==> config.mk <==
export PLATFORM = sky130hd
export DESIGN_NAME = ip_header_anomaly_screen_unit
export DESIGN_NICKNAME = d
export VERILOG_FILES = /design/src/sv/ihas_pkg.sv /design/src/sv/ihas_parser.sv /design/src/sv/ihas_verdict.sv /design/src/sv/ip_header_anomaly_screen_unit.sv
export SDC_FILE = /design/constraint.sdc
export NUM_CORES = 1
export LEC_CHECK = 0
export ABC_AREA = 1
export BUFFER_PORTS_ARGS = -buffer_cell sky130_fd_sc_hd__buf_2
export CAP_MARGIN = 20
export CORE_MARGIN = 4
export CORE_UTILIZATION = 55
export CTS_CLUSTER_SIZE = 16
export DETAILED_ROUTE_END_ITERATION = 10
export PLACE_DENSITY = 0.73
export SLEW_MARGIN = 0
export SYNTH_ARGS = -nofsm -noshare
export SYNTH_HDL_FRONTEND = slang
export SYNTH_SLANG_ARGS = --single-unit
==> constraint.sdc <==
create_clock -name clk -period 10.85 [get_ports clk]
set_input_delay 2.17 -clock clk [delete_from_list [all_inputs] [get_ports clk]]
set_output_delay 2.17 -clock clk [all_outputs]
set_load 0.1 [all_outputs]
==> src/sv/ihas_pkg.sv <==
package ihas_pkg;

  localparam int LEN_BITS = 16;
  localparam logic [LEN_BITS-1:0] LEN_MAX = {LEN_BITS{1'b1}};

  localparam logic [3:0] V_PASS      = 4'd0;
  localparam logic [3:0] V_SHORT4    = 4'd1;
  localparam logic [3:0] V_BAD_IHL   = 4'd2;
  localparam logic [3:0] V_FRAG      = 4'd3;
  localparam logic [3:0] V_TRUNC     = 4'd4;
  localparam logic [3:0] V_BOGON4    = 4'd5;
  localparam logic [3:0] V_EXT_DOS   = 4'd6;
  localparam logic [3:0] V_BOGON6    = 4'd7;
  localparam logic [3:0] V_UDP_PORT0 = 4'd8;
  localparam logic [3:0] V_NULL      = 4'd9;
  localparam logic [3:0] V_XMAS      = 4'd10;
  localparam logic [3:0] V_SYNFIN    = 4'd11;
  localparam logic [3:0] V_DROP      = 4'd12;

  localparam logic [7:0] P_ICMP  = 8'd1;
  localparam logic [7:0] P_TCP   = 8'd6;
  localparam logic [7:0] P_UDP   = 8'd17;
  localparam logic [7:0] P_ICMP6 = 8'd58;
  localparam logic [7:0] P_AH    = 8'd51;

  localparam logic [2:0] LIMIT_RESET = 3'd4;

  // Per-packet parse state, kept by the parser and summarised at the last byte.
  typedef struct packed {
    logic [LEN_BITS-1:0] byte_index;
    logic [3:0]          version;
    logic [3:0]          hdr_words;
    logic                frag;
    logic [15:0]         total_len;
    logic                src_lb;
    logic                dst_lb;
    logic [7:0]          proto;
    logic [15:0]         next_off;
    logic [3:0]          ext_walked;
    logic [15:0]         l4_off;
    logic [31:0]         ports;
    logic [5:0]          flags;
    logic                ext_dos;
    logic [7:0]          first_next;
    logic [7:0]          pend_next;
    logic                walk;
    logic                l4_ready;
  } parse_st_t;

  typedef struct packed {
    logic [3:0]  verdict;
    logic [3:0]  ip_version;
    logic [7:0]  l4_protocol;
    logic [15:0] src_port;
    logic [15:0] dst_port;
    logic [5:0]  tcp_flag_bits;
    logic [15:0] payload_offset;
    logic [15:0] packet_length;
  } result_t;

  function automatic logic is_ext(input logic [7:0] p);
    return (p == 8'd0) || (p == 8'd60) || (p == 8'd43) || (p == 8'd44) ||
           (p == 8'd51) || (p == 8'd50) || (p == 8'd135);
  endfunction

  function automatic logic is_l4(input logic [7:0] p);
    return (p == P_TCP) || (p == P_UDP) || (p == P_ICMP) || (p == P_ICMP6);
  endfunction

endpackage

==> src/sv/ihas_parser.sv <==
module ihas_parser (
  input  logic                clk,
  input  logic                rst_n,
  input  logic                take,
  input  logic                last,
  input  logic [7:0]          pkt_byte,
  input  logic [2:0]          limit,
  output ihas_pkg::parse_st_t st_nxt_o
);
  import ihas_pkg::*;

  parse_st_t st_r, s;
  logic [15:0] p, r, size;
  logic        skip_l4;

  // Apply the walk decision once proto names the header at next_off.
  function automatic parse_st_t decide(input parse_st_t a, input logic [2:0] lim);
    parse_st_t o;
    o = a;
    if (is_ext(a.proto)) begin
      o.ext_walked = a.ext_walked + 4'd1;
      if (o.ext_walked > {1'b0, lim}) begin
        o.ext_dos = 1'b1;
        o.walk    = 1'b0;
      end else begin
        o.walk = 1'b1;
      end
    end else begin
      o.walk = 1'b0;
      if (is_l4(a.proto)) begin
        o.l4_off   = a.next_off;
        o.l4_ready = 1'b1;
      end else begin
        o.proto  = a.first_next;
        o.l4_off = 16'd40;
      end
    end
    return o;
  endfunction

  always_comb begin
    s       = st_r;
    p       = 16'(st_r.byte_index);
    skip_l4 = 1'b0;
    size    = 16'd0;
    r       = 16'd0;
    if (st_r.byte_index < LEN_MAX) begin
      if (p == 16'd0) begin
        s.version   = pkt_byte[7:4];
        s.hdr_words = pkt_byte[3:0];
        if (pkt_byte[7:4] == 4'd4) s.l4_off = {10'd0, pkt_byte[3:0], 2'b00};
      end
      if (s.version == 4'd4) begin
        if (p == 16'd2) s.total_len = {pkt_byte, 8'd0};
        if (p == 16'd3) s.total_len[7:0] = pkt_byte;
        if (p == 16'd6) s.frag = (pkt_byte[5:0] != 6'd0);
        if (p == 16'd7 && pkt_byte != 8'd0) s.frag = 1'b1;
        if (p == 16'd9) begin
          s.proto    = pkt_byte;
          s.l4_ready = is_l4(pkt_byte);
        end
        if (p == 16'd12) s.src_lb = (pkt_byte == 8'h7F);
        if (p == 16'd16) s.dst_lb = (pkt_byte == 8'h7F);
      end else if (s.version == 4'd6) begin
        if (p == 16'd6) begin
          s.first_next = pkt_byte;
          s.proto      = pkt_byte;
          s.next_off   = 16'd40;
          s            = decide(s, limit);
        end
        if (p == 16'd8) s.src_lb = (pkt_byte == 8'd0);
        else if (p > 16'd8 && p < 16'd23) s.src_lb = s.src_lb && (pkt_byte == 8'd0);
        else if (p == 16'd23) s.src_lb = s.src_lb && (pkt_byte == 8'd1);
        if (p == 16'd24) s.dst_lb = (pkt_byte == 8'd0);
        else if (p > 16'd24 && p < 16'd39) s.dst_lb = s.dst_lb && (pkt_byte == 8'd0);
        else if (p == 16'd39) s.dst_lb = s.dst_lb && (pkt_byte == 8'd1);
        if (s.walk && p >= 16'd40) begin
          if (p == s.next_off) begin
            s.pend_next = pkt_byte;
          end else if (17'(p) == 17'(s.next_off) + 17'd1) begin
            if (s.proto == P_AH) size = {6'd0, 8'(pkt_byte) + 8'd0, 2'b00} + 16'd8;
            else size = {5'd0, pkt_byte, 3'b000} + 16'd8;
            s.next_off = s.next_off + size;
            s.proto    = s.pend_next;
            s          = decide(s, limit);
            skip_l4    = 1'b1;
          end
        end
      end
      if (!skip_l4 && s.l4_ready && p >= s.l4_off) begin
        r = p - s.l4_off;
        if (s.proto == P_ICMP || s.proto == P_ICMP6) begin
          if (r == 16'd4) begin
            s.ports[31:24] = pkt_byte;
            s.ports[15:8]  = pkt_byte;
          end
          if (r == 16'd5) begin
            s.ports[23:16] = pkt_byte;
            s.ports[7:0]   = pkt_byte;
          end
        end else begin
          case (r)
            16'd0:   s.ports[31:24] = pkt_byte;
            16'd1:   s.ports[23:16] = pkt_byte;
            16'd2:   s.ports[15:8]  = pkt_byte;
            16'd3:   s.ports[7:0]   = pkt_byte;
            default: ;
          endcase
          if (r == 16'd13 && s.proto == P_TCP) s.flags = pkt_byte[5:0];
        end
      end
      s.byte_index = st_r.byte_index + LEN_BITS'(1);
    end
  end

  assign st_nxt_o = s;

  always_ff @(posedge clk) begin
    if (!rst_n) begin
      st_r <= '0;
    end else if (take) begin
      st_r <= last ? '0 : s;
    end
  end

endmodule

==> src/sv/ihas_verdict.sv <==
module ihas_verdict (
  input  ihas_pkg::parse_st_t st,
  output ihas_pkg::result_t   res
);
  import ihas_pkg::*;

  logic [15:0] len;
  logic [16:0] need_end;
  logic        l3_ok, l4_done;
  logic [3:0]  v;

  always_comb begin
    len     = 16'(st.byte_index);
    v       = V_PASS;
    l3_ok   = 1'b0;
    l4_done = 1'b0;
    need_end = 17'(st.l4_off) + ((st.proto == P_TCP) ? 17'd20 : 17'd8);
    if (st.version == 4'd4) begin
      if (len < 16'd20) v = V_SHORT4;
      else if (st.hdr_words < 4'd5) v = V_BAD_IHL;
      else if (st.frag) v = V_FRAG;
      else if (len < st.total_len) v = V_TRUNC;
      else if (st.src_lb && !st.dst_lb) v = V_BOGON4;
      else l3_ok = 1'b1;
    end else if (st.version == 4'd6) begin
      if (len < 16'd40) v = V_DROP;
      else if (st.next_off > len) v = V_DROP;
      else if (st.ext_dos) v = V_EXT_DOS;
      else if (st.walk) v = V_DROP;
      else if (st.src_lb && !st.dst_lb) v = V_BOGON6;
      else l3_ok = 1'b1;
    end else begin
      v = V_DROP;
    end
    if (l3_ok && st.l4_ready) begin
      if (17'(len) < need_end) begin
        v = V_DROP;
      end else begin
        l4_done = 1'b1;
        if (st.proto == P_UDP) begin
          if (st.ports[31:16] == 16'd0) v = V_UDP_PORT0;
        end else if (st.proto == P_TCP) begin
          if (st.flags == 6'd0) v = V_NULL;
          else if ((st.flags & 6'h29) == 6'h29) v = V_XMAS;
          else if ((st.flags & 6'h03) == 6'h03) v = V_SYNFIN;
        end
      end
    end
    res.verdict        = v;
    res.ip_version     = st.version;
    res.l4_protocol    = l3_ok ? st.proto : 8'd0;
    res.src_port       = l4_done ? st.ports[31:16] : 16'd0;
    res.dst_port       = l4_done ? st.ports[15:0] : 16'd0;
    res.tcp_flag_bits  = (l4_done && st.proto == P_TCP) ? st.flags : 6'd0;
    res.payload_offset = l3_ok ? st.l4_off : 16'd0;
    res.packet_length  = len;
  end

endmodule

==> src/sv/ip_header_anomaly_screen_unit.sv <==
// The verdict is registered into the output register at the transfer of the
// last byte of a packet.
// Throughput: one byte per cycle, set by the single-pass byte parser, but a last
// byte stalls while an earlier verdict waits unread; the output register lets a non-last byte be taken meanwhile.
// Reset (rst_n, synchronous): parse state cleared, limit set to 4, no result.
module ip_header_anomaly_screen_unit (
  input  logic        clk,
  input  logic        rst_n,
  input  logic        cfg_we,
  input  logic [2:0]  cfg_ext_header_limit,
  input  logic        in_valid,
  output logic        in_ready,
  input  logic [7:0]  in_pkt_byte,
  input  logic        in_last_byte,
  output logic        out_valid,
  input  logic        out_ready,
  output logic [3:0]  out_verdict,
  output logic [3:0]  out_ip_version,
  output logic [7:0]  out_l4_protocol,
  output logic [15:0] out_src_port,
  output logic [15:0] out_dst_port,
  output logic [5:0]  out_tcp_flag_bits,
  output logic [15:0] out_payload_offset,
  output logic [15:0] out_packet_length
);
  import ihas_pkg::*;

  logic [2:0] limit_r;
  logic       take;
  parse_st_t  st_nxt;
  result_t    res, res_r;
  logic       out_valid_r;

  // A byte that is not last never blocks; a last byte waits for a free slot.
  assign in_ready = !in_last_byte || !out_valid_r || out_ready;
  assign take     = in_valid && in_ready;

  ihas_parser u_parser (
    .clk      (clk),
    .rst_n    (rst_n),
    .take     (take),
    .last     (in_last_byte),
    .pkt_byte (in_pkt_byte),
    .limit    (limit_r),
    .st_nxt_o (st_nxt)
  );

  ihas_verdict u_verdict (
    .st  (st_nxt),
    .res (res)
  );

  always_ff @(posedge clk) begin
    if (!rst_n) begin
      limit_r     <= LIMIT_RESET;
      out_valid_r <= 1'b0;
    end else begin
      if (cfg_we) limit_r <= cfg_ext_header_limit;
      if (take && in_last_byte) out_valid_r <= 1'b1;
      else if (out_ready) out_valid_r <= 1'b0;
    end
  end

  always_ff @(posedge clk) begin
    if (take && in_last_byte) res_r <= res;
  end

  assign out_valid          = out_valid_r;
  assign out_verdict        = res_r.verdict;
  assign out_ip_version     = res_r.ip_version;
  assign out_l4_protocol    = res_r.l4_protocol;
  assign out_src_port       = res_r.src_port;
  assign out_dst_port       = res_r.dst_port;
  assign out_tcp_flag_bits  = res_r.tcp_flag_bits;
  assign out_payload_offset = res_r.payload_offset;
  assign out_packet_length  = res_r.packet_length;

endmodule

==> results of run 1 <==
-- critical path, delay by kind of cell --
kind | cells | cell delay (ns)
fa+ha+maj | 3 | 0.85
compound gates | 5 | 0.90
simple gates | 30 | 4.31
buf+inv | 6 | 1.65
-- synth_stat cells (3+ instances only) --
master,instances,share of area
nor2_4,7,0.0044
o21a_1,3,0.0013
o221ai_1,4,0.0020
clkinv_1,8,0.0017
dfxtp_1,148,0.17
o211ai_1,16,0.0067
fa_1,3,0.0034
buf_2,19,0.0053
ha_1,93,0.065
nand3_1,166,0.047
a221oi_1,10,0.0049
xnor2_1,14,0.0069
edfxtp_1,86,0.14
nand2_4,3,0.0019
inv_1,345,0.073
clkbuf_1,70,0.015
xor2_1,47,0.023
a21oi_1,223,0.063
nor3_1,33,0.0093
nor2_1,217,0.046
nand3b_1,14,0.0059
nand4_1,42,0.015
a211oi_1,8,0.0034
buf_4,6,0.0025
o21ai_1,22,0.0062
buf_6,10,0.0063
o21ai_0,156,0.044
o21bai_1,10,0.0042
nor2_2,16,0.0056
inv_2,11,0.0023
nand2_2,21,0.0074
or2_2,12,0.0042
o22ai_1,24,0.0084
nand2_1,771,0.16
nand3_2,8,0.0045
a31oi_1,9,0.0032
a2bb2oi_1,3,0.0015
nor4_1,13,0.0046
-- registers in the layout, indices dropped and copies added, names as in the netlist, 6 cells and up --
signal,cells
u_parser.st_r,128
out_dst_port,16
out_packet_length,16
out_payload_offset,16
out_src_port,16
u_parser.p,16
out_l4_protocol,8
out_tcp_flag_bits,6
-- final cells by class --
cell class                      count  area, µm²
Tap cell                          435        544
Fill cell                        3020      12300
Inverter                          365       1380
Clock buffer                       34        702
Clock inverter                     15        123
Multi-Input combinational cell   1995      10400
Timing Repair Buffer              144        873
Sequential cell                   234       5550
-- power by group --
| part | leakage (nW) | internal (W) | switching, W | total (W) |
|---|---|---|---|---|
| registers | 1.97 | 0.000930 | 0.00000893 | 0.000939 |
| logic | 6.19 | 0.0000861 | 0.000311 | 0.000397 |
| clock network | 0.398 | 0.000485 | 0.000401 | 0.000886 |
| total | 8.56 | 0.00150 | 0.000721 | 0.00222 |
-- metrics by stage --
stage	std cells	worst slack (ns)	total power [W]	utilization	instance area (µm²)
finish	3222	1.18	0.00222	0.615	19500
global route	3222	0.366	0.00230	0.615	19500
CTS	3220	1.40	0.00222	0.613	19500
detailed placement	3171	0.822	0.00134	0.587	18700
global placement	3171	0.935	0.00134	0.587	18700
floorplan	2702	2.54	0.00124	-	17800
-- kinds of logic (layout without fill, tap and decap cells) --
logic type      after synthesis  in the layout
flops                       234            234
simple gates               1337           1337
xor+xnor                     63             63
buf+inv                     473            558
compound gates              499            499
fa+ha+maj                    96             96
-- per-layer routing --
layer | share of wire | vias to the layer above
met5 | 0 | -
met4 | 0.041 | 0
met3 | 0.11 | 179
met2 | 0.43 | 1056
met1 | 0.42 | 8721
li1 | - | 8967
-- path summary, 6_finish.rpt --
kind / slack (ns) / endpoint / start / cells past startpoint
min: 0.47 / u_parser.st_r[106] / u_parser.st_r[106] / 2
min reg2reg: 0.47 / u_parser.st_r[106] / u_parser.st_r[106] / 2
max: 1.18 / out_src_port[9] / in_pkt_byte[0] / 44
max reg2reg: 1.77 / out_src_port[9] / u_parser.p[0] / 51
-- placed cells by master, fill, tap and decap left out, types with 42 or more instances in the layout --
| master | Yosys | final |
|---|---|---|
| buf_2 | 19 | 104 |
| o21ai_0 | 156 | 156 |
| a21oi_1 | 223 | 223 |
| nand4_1 | 42 | 42 |
| inv_1 | 345 | 344 |
| xor2_1 | 47 | 47 |
| dfxtp_1 | 148 | 148 |
| nand3_1 | 166 | 166 |
| nor2_1 | 217 | 216 |
| ha_1 | 93 | 93 |
| edfxtp_1 | 86 | 86 |
| nand2_1 | 771 | 770 |
==> impl_metrics.tcl, run 1 <==
set metrics [dict create \
    final_antenna_net_count 0 \
    cts_tree "done" \
    antenna_found_initial 0 \
    drv_slew 0 \
    crit_type "input pin to flip-flop" \
    synth_nets 2815 \
    cp_data_arrival_time_ns 9.93 \
    rsz0062_at_grt "false" \
    dr.pass1.iters 6 \
    track_usage 0.348 \
    cap_violations 0 \
    cts_hold_buf 0 \
    synth-main-ff-cell "dfxtp_1" \
    muxShareOfSynthArea 0 \
    grt-ovfl-total 0 \
    grt_pass1_vias 17500 \
    rows 65 \
    min_path_type "flip-flop to flip-flop" \
    syn_to_final_growth_pct 9.64 \
    hold_viol_final 0 \
    yosysSeqAreaShare 0.311 \
    ys_ff_latch 234 \
    setup.worst_path.start_class "input pin" \
    top_usage_layer "met2" \
    max_stage_delay_ns 0.51 \
    period_minus_slack_ns 9.67 \
    cpMaxStageDelayCell "inv_1" \
    fp.dieH_um 188 \
    chipWidth_um 188 \
    drive_above_1_share 0.0997 \
    synth-compound-area-share 0.153 \
    numPortBuffers 104 \
    synth_cell_types 58 \
    cts_root_buf "clkbuf_16" \
    synthAdderAreaFrac 0.0686 \
    diodes 0 \
    async_flop_share 0 \
    synth-edff-count 86 \
    setup_tns_ns 0 \
    clock_skew_ns 0.0167 \
    boundaryPins 105 \
    max-slew-margin-rel 0.239 \
    htree_levels 1 \
    yosysWarnings 0 \
    worst_skew_pair.late_latency_ns 0.57 \
    whs_ns 0.467 \
    syn_avg_cell_area_um2 6.60 \
    use_met2 0.537 \
    drt_wl_total_um 63800 \
    synth_xor_area_frac 0.0318 \
    grt_pass1_wl_um 98700 \
    post_cts_resized 0 \
    core_um2 31800 \
    required_ns 11.11 \
    clock-sinks 234 \
    post_cts_buffers 0 \
    syn_area_um2 17800 \
    via_count 18900 \
    pwr_density_cell_nw_per_um2 114 \
    grt_max_degree 103 \
    initial_utilization 0.561 \
    met3_usage 0.0706 \
    power_leakage_nw 8.56 \
    hpwl_um 46700 \
    layout.nets 2880 \
    min_period_over_period 0.891 \
    viasPerCell 5.87 \
    drc 0 \
    cts_inserted_buffers 27 \
    wl_per_cell_um 19.8 \
    synth-simple-area-share 0.328 \
    peakVddDrop_mv 0.137 \
    drt_iter0_drc 2213 \
    setup_viol 0 \
    endpoint_kind "flip-flop" \
    dieArea_um2 35400 \
    clk_pin_slew_ns 0.06 \
    worst_path_most_repeated_cell "nand2_1" \
    place_congestion 1.04 \
    path_max_fanout 34 \
    status "finished, final reports clean" \
    use_met1 0.484 \
    clock.fmax_ghz 0.103 \
    syn-instance-count 2702 \
    worst_pin_slew_ns 1.13 \
    synth_top_family_by_area "simple AND/OR/NAND/NOR gates" \
    clock_tree.buffer_depth 3 \
]
No activity file was read; power rests on OpenSTA's default activity.
==> inputs of run 2 (changes only) <==
Settings changed: CELL_PAD_IN_SITES_DETAIL_PLACEMENT set to 0, CELL_PAD_IN_SITES_GLOBAL_PLACEMENT set to 2, CORE_ASPECT_RATIO set to 1.2, CORE_UTILIZATION 55 to 35, PLACE_DENSITY 0.73 to unset, PLACE_DENSITY_LB_ADDON set to 0.1.
Clock period 10.85 ns to 11.1 ns, I/O delays scaled along.
==> run 2 against run 1 <==
Net effect:
- first-iteration DRC count fell by 32%
- highest routed layer unchanged
- power rose by 10%
- largest power group is now the clock network
- via count fell by 4.0%
- largest cell class unchanged
- flip-flop and latch count did not move
- worst setup slack got worse by 0.057 ns
==> impl_metrics.tcl, run 2 (synthesized netlist as in run 1, its figures left out) <==
set metrics [dict create \
    status "finished, final reports clean" \
    cpMaxStageDelayCell "o21ai_0" \
    via_count 18200 \
    grt_max_degree 106 \
    drt_iter0_drc 1513 \
    setup.worst_path.start_class "input pin" \
    hpwl_um 54600 \
    track_usage 0.258 \
    max_stage_delay_ns 0.61 \
    clock_tree.buffer_depth 3 \
    clock-sinks 234 \
    period_minus_slack_ns 9.98 \
    power.internal_w 0.00169 \
    p_sw_frac 0.313 \
    grt_pass1_wl_um 109000 \
    path_max_fanout 14 \
    clk_pin_slew_ns 0.06 \
    p_switching_w 0.000768 \
    fp.dieH_um 255 \
    final_antenna_net_count 0 \
    dr.pass1.iters 6 \
    fillCellCount 5404 \
    place_congestion 0.957 \
    clock_skew_ns 0.0173 \
    min_period_over_period 0.899 \
    clock.fmax_ghz 0.100 \
    htree_levels 1 \
    combPwrFrac 0.158 \
    post_cts_resized 0 \
    crit_type "input pin to flip-flop" \
    worst_pin_slew_ns 1.03 \
    initial_utilization 0.354 \
    place_ws_ns 0.762 \
    cts_tree "done" \
    syn_to_final_growth_pct 13.1 \
    peakVddDrop_mv 0.0987 \
    endpoint_kind "flip-flop" \
    rsz0062_at_grt "false" \
    post_cts_buffers 0 \
    fin_ws_ns 1.12 \
    pwr_density_cell_nw_per_um2 122 \
    numPortBuffers 104 \
    largest_reg_flops 128 \
    cts_inserted_buffers 29 \
    largest_register "u_parser.st_r" \
    worst_skew_pair.late_latency_ns 0.60 \
    layout.nets 2893 \
    cts_hold_buf 0 \
    p_clk_frac 0.468 \
    cp_num_buf_inv 9 \
    viasPerCell 5.27 \
    setup_viol 0 \
    chipWidth_um 214 \
    crit_family "simple AND/OR/NAND/NOR gates" \
    setup_tns_ns 0 \
    hold_viol_final 0 \
    max-slew-margin-rel 0.314 \
    most-common-layout-cells "nand2_1, inv_1, a21oi_1" \
    boundaryPins 105 \
    drv_slew 0 \
    cap_violations 0 \
    wl_per_cell_um 21.3 \
    required_ns 11.55 \
    dieArea_um2 54600 \
    worst_path_most_repeated_cell "nand2_1" \
    drc 0 \
    drive_above_1_share 0.110 \
    power_leakage_nw 8.74 \
    core_um2 50300 \
    rows 90 \
    final_common_cell "nand2_1" \
    grt_pass1_vias 17100 \
    drt_wl_total_um 73300 \
    p_seq_frac 0.374 \
    diodes 0 \
    whs_ns 0.465 \
    grt-ovfl-total 0 \
    cts_root_buf "clkbuf_16" \
    cp_data_arrival_time_ns 10.43 \
    min_path_type "flip-flop to flip-flop" \
    antenna_found_initial 0 \
]
==> run 2: cell count changes in the layout (fill, tap and decap cells not counted), sizes merged <==
cell      change
buf          +11
bufinv        +8
clkbuf        -5
clkinv        -3
clkinvlp      +3
inv           +2
==> run 2: worst paths after layout <==
path | startpoint | end | slack, ns | cells past startpoint
setup / recovery | in_pkt_byte[0] | out_verdict[3] | 1.12 | 46
hold reg to reg | u_parser.st_r[106] | u_parser.st_r[106] | 0.47 | 2
setup reg to reg | u_parser.p[0] | out_verdict[3] | 1.52 | 49
hold / removal | u_parser.st_r[106] | u_parser.st_r[106] | 0.47 | 2
==> run 2: routing by layer <==
metal | share of wire | vias to the layer above | GRT usage
met2 | 0.49 | 453 | 0.466
met5 | 0 | - | 0
met4 | 0.026 | 0 | 0.0658
met3 | 0.042 | 104 | 0.0262
met1 | 0.44 | 8619 | 0.334
li1 | - | 8999 | -
==> run 2: tightest hold or removal path, stage by stage (launching register included) <==
cell and delay (ns):
dfxtp_1 0.31, nand2_1 0.06, a21oi_1 0.05
==> run 2: area by class of cell <==
type | instances | area (µm²) | area share
tap | 644 | 806 | 0.0400
clock buffer | 29 | 726 | 0.0360
sequential | 234 | 5550 | 0.275
timing repair buffer | 155 | 916 | 0.0454
clock inverter | 25 | 409 | 0.0203
inverter | 365 | 1380 | 0.0682
multi-input combinational | 1995 | 10400 | 0.515
==> run 2: metrics by stage <==
stage | total power, W | util | cell area, µm² | cells
after global placement | 0.00132 | 0.378 | 19000 | 3393
final | 0.00245 | 0.401 | 20200 | 3447
after detailed placement | 0.00132 | 0.378 | 19000 | 3393
after CTS | 0.00248 | 0.401 | 20200 | 3447
after floorplan | 0.00122 | - | 17800 | 2702
after global routing | 0.00254 | 0.401 | 20200 | 3447
==> run 2: power groups by stage <==
stage | Clock, W | Combinational (W) | Sequential [W]
floorplan | 0 | 0.000180 | 0.00104
global placement | 0 | 0.000387 | 0.000936
detailed placement | 0 | 0.000388 | 0.000937
CTS | 0.00117 | 0.000389 | 0.000918
global route | 0.00120 | 0.000416 | 0.000920
finish | 0.00115 | 0.000388 | 0.000918
==> inputs of run 3 (changes only) <==
Settings changed: MAX_ROUTING_LAYER set to met4.
==> run 3 against run 2 <==
Net effect:
- critical endpoint is now out_tcp_flag_bits[3]
- routed wire length shrank 0.50%
- non-clock buffer count shrank 3
- largest cell class unchanged
- die area is the same
==> impl_metrics.tcl, run 3 (synthesized netlist as in run 1, its figures left out) <==
set metrics [dict create \
    largest_register "u_parser.st_r" \
    cts_tree "done" \
    drt_iter0_drc 1559 \
    crit_family "simple AND/OR/NAND/NOR gates" \
    final_antenna_net_count 0 \
    grt_max_degree 105 \
    dpl_cell_area_um2 19000 \
    cp.depth 39 \
    antenna_found_initial 0 \
    grt_pass1_vias 17000 \
    numPortBuffers 104 \
    cts_root_buf "clkbuf_16" \
    endpoint_kind "flip-flop" \
    min_path_type "flip-flop to flip-flop" \
    min_period_over_period 0.923 \
    pwr_density_cell_nw_per_um2 116 \
    drc 0 \
    cts_hold_buf 0 \
    rr_startpoint "u_parser.p[0]" \
    chipWidth_um 214 \
    most-common-layout-cells "nand2_1, inv_1, a21oi_1" \
    viasPerCell 5.27 \
    cp_data_arrival_time_ns 10.48 \
    path_max_fanout 18 \
    setup_tns_ns 0 \
    final_util 0.397 \
    hpwl_um 54700 \
    drive_above_1_share 0.107 \
    rsz0062_at_grt "false" \
    post_cts_buffers 0 \
    r2r_cells 43 \
    syn_to_final_growth_pct 12.1 \
    cp_num_buf_inv 7 \
    clk_pin_slew_ns 0.06 \
    layout.nets 2890 \
    hold_viol_final 0 \
    min_path_cells 2 \
    worst_skew_pair.late_latency_ns 0.59 \
    htree_levels 1 \
    grt_pass1_wl_um 109000 \
    grt-ovfl-total 0 \
    ff2ff_setup_slack_ns 1.23 \
    largest_reg_flops 128 \
    dr.pass1.iters 6 \
    dieArea_um2 54600 \
    clock_skew_ns 0.0255 \
    initial_utilization 0.354 \
    rows 90 \
    track_usage 0.266 \
    whs_endpoint "u_parser.st_r[123]" \
    total_power_w 0.00231 \
    worst_path_most_repeated_cell "nand2_1" \
    route.met3.wl_um 3130 \
    period_minus_slack_ns 10.24 \
    wirelength_met1_um 32300 \
    diodes 0 \
    max_stage_delay_ns 0.94 \
    wl_per_cell_um 21.2 \
    min_from "u_parser.st_r[123]" \
    power_leakage_nw 8.66 \
    cts_inserted_buffers 29 \
    fp.dieH_um 255 \
    timing.rr.end "out_tcp_flag_bits[3]" \
    place_congestion 0.972 \
    via_count 18200 \
    max-slew-margin-rel 0.240 \
    boundaryPins 105 \
    clock-sinks 234 \
    routed.top_layer "met4" \
    crit_type "input pin to flip-flop" \
    peakVddDrop_mv 0.0814 \
    cpMaxStageDelayCell "nor3_1" \
    final_common_cell "nand2_1" \
    drt_wl_total_um 73000 \
    cap_violations 0 \
    core_um2 50300 \
    whs_ns 0.464 \
    clock_tree.buffer_depth 3 \
    setup_viol 0 \
    required_ns 11.34 \
    worst_pin_slew_ns 1.14 \
    drv_slew 0 \
    wl_met2_um 35500 \
    design_area_um2 20000 \
    status "finished, final reports clean" \
    clock.fmax_ghz 0.0976 \
    setup.worst_path.start_class "input pin" \
    post_cts_resized 0 \
]
[run 3: cell count changes in the layout (fill, tap and decap cells not counted)]
cell	change
buf_4	-3
bufinv_16	-5
clkbuf_1	+4
clkbuf_8	+2
clkinv_1	+1
clkinv_2	+5
clkinv_4	-4
clkinvlp_4	-1
inv_16	-1
inv_8	-1
[run 3: area by class of cell]
class / count / area (µm²)
repair buffers: 152 / 893
multi-input cells: 1995 / 10400
inverters: 365 / 1380
clock buffers: 35 / 768
flip-flops and latches: 234 / 5550
clock inverters: 19 / 214
fillers: 5471 / 30300
well taps: 644 / 806
[run 3: worst max path at each step]
stage | startpoint | slack (ns) | to
2_1_floorplan | in_pkt_byte[1] | 2.74 | out_verdict[0]
3_3_place_gp | in_pkt_byte[4] | 0.27 | out_tcp_flag_bits[3]
3_5_place_dp | in_pkt_byte[4] | 0.28 | out_tcp_flag_bits[3]
4_1_cts | in_pkt_byte[4] | 0.85 | out_tcp_flag_bits[3]
5_1_grt | in_pkt_byte[0] | 0.23 | out_tcp_flag_bits[3]
6_report | in_pkt_byte[4] | 0.86 | out_tcp_flag_bits[3]
[run 3: metrics by stage]
step | instances | setup WS [ns]
global route | 3444 | 0.229
CTS | 3444 | 0.847
finish | 3444 | 0.857
floorplan | 2702 | 2.74
global placement | 3390 | 0.273
detailed placement | 3390 | 0.277
[run 3: where the power goes]
part / internal (W) / total [W] / switching, W / leakage [nW]
combinational: 0.0000801 / 0.000387 / 0.000307 / 6.22
clock: 0.000586 / 0.00101 / 0.000421 / 0.473
sequential: 0.000909 / 0.000918 / 0.00000898 / 1.97
[run 3: worst register-to-register path: cells and delay by family, from the launching register on]
family                   cells  cell delay [ns]
buffers and inverters        7             1.36
AO/OA/AOI/OAI               12             2.17
AND/OR/NAND/NOR             21             4.53
adder cells (fa/ha/maj)      3             0.85
flip-flops                   1             0.59
[run 3: metal layers]
layer,GRT usage,vias up
li1,-,8988
met1,0.336,8568
met2,0.461,497
met3,0.0232,102
met4,0.0719,0
met5,-,-
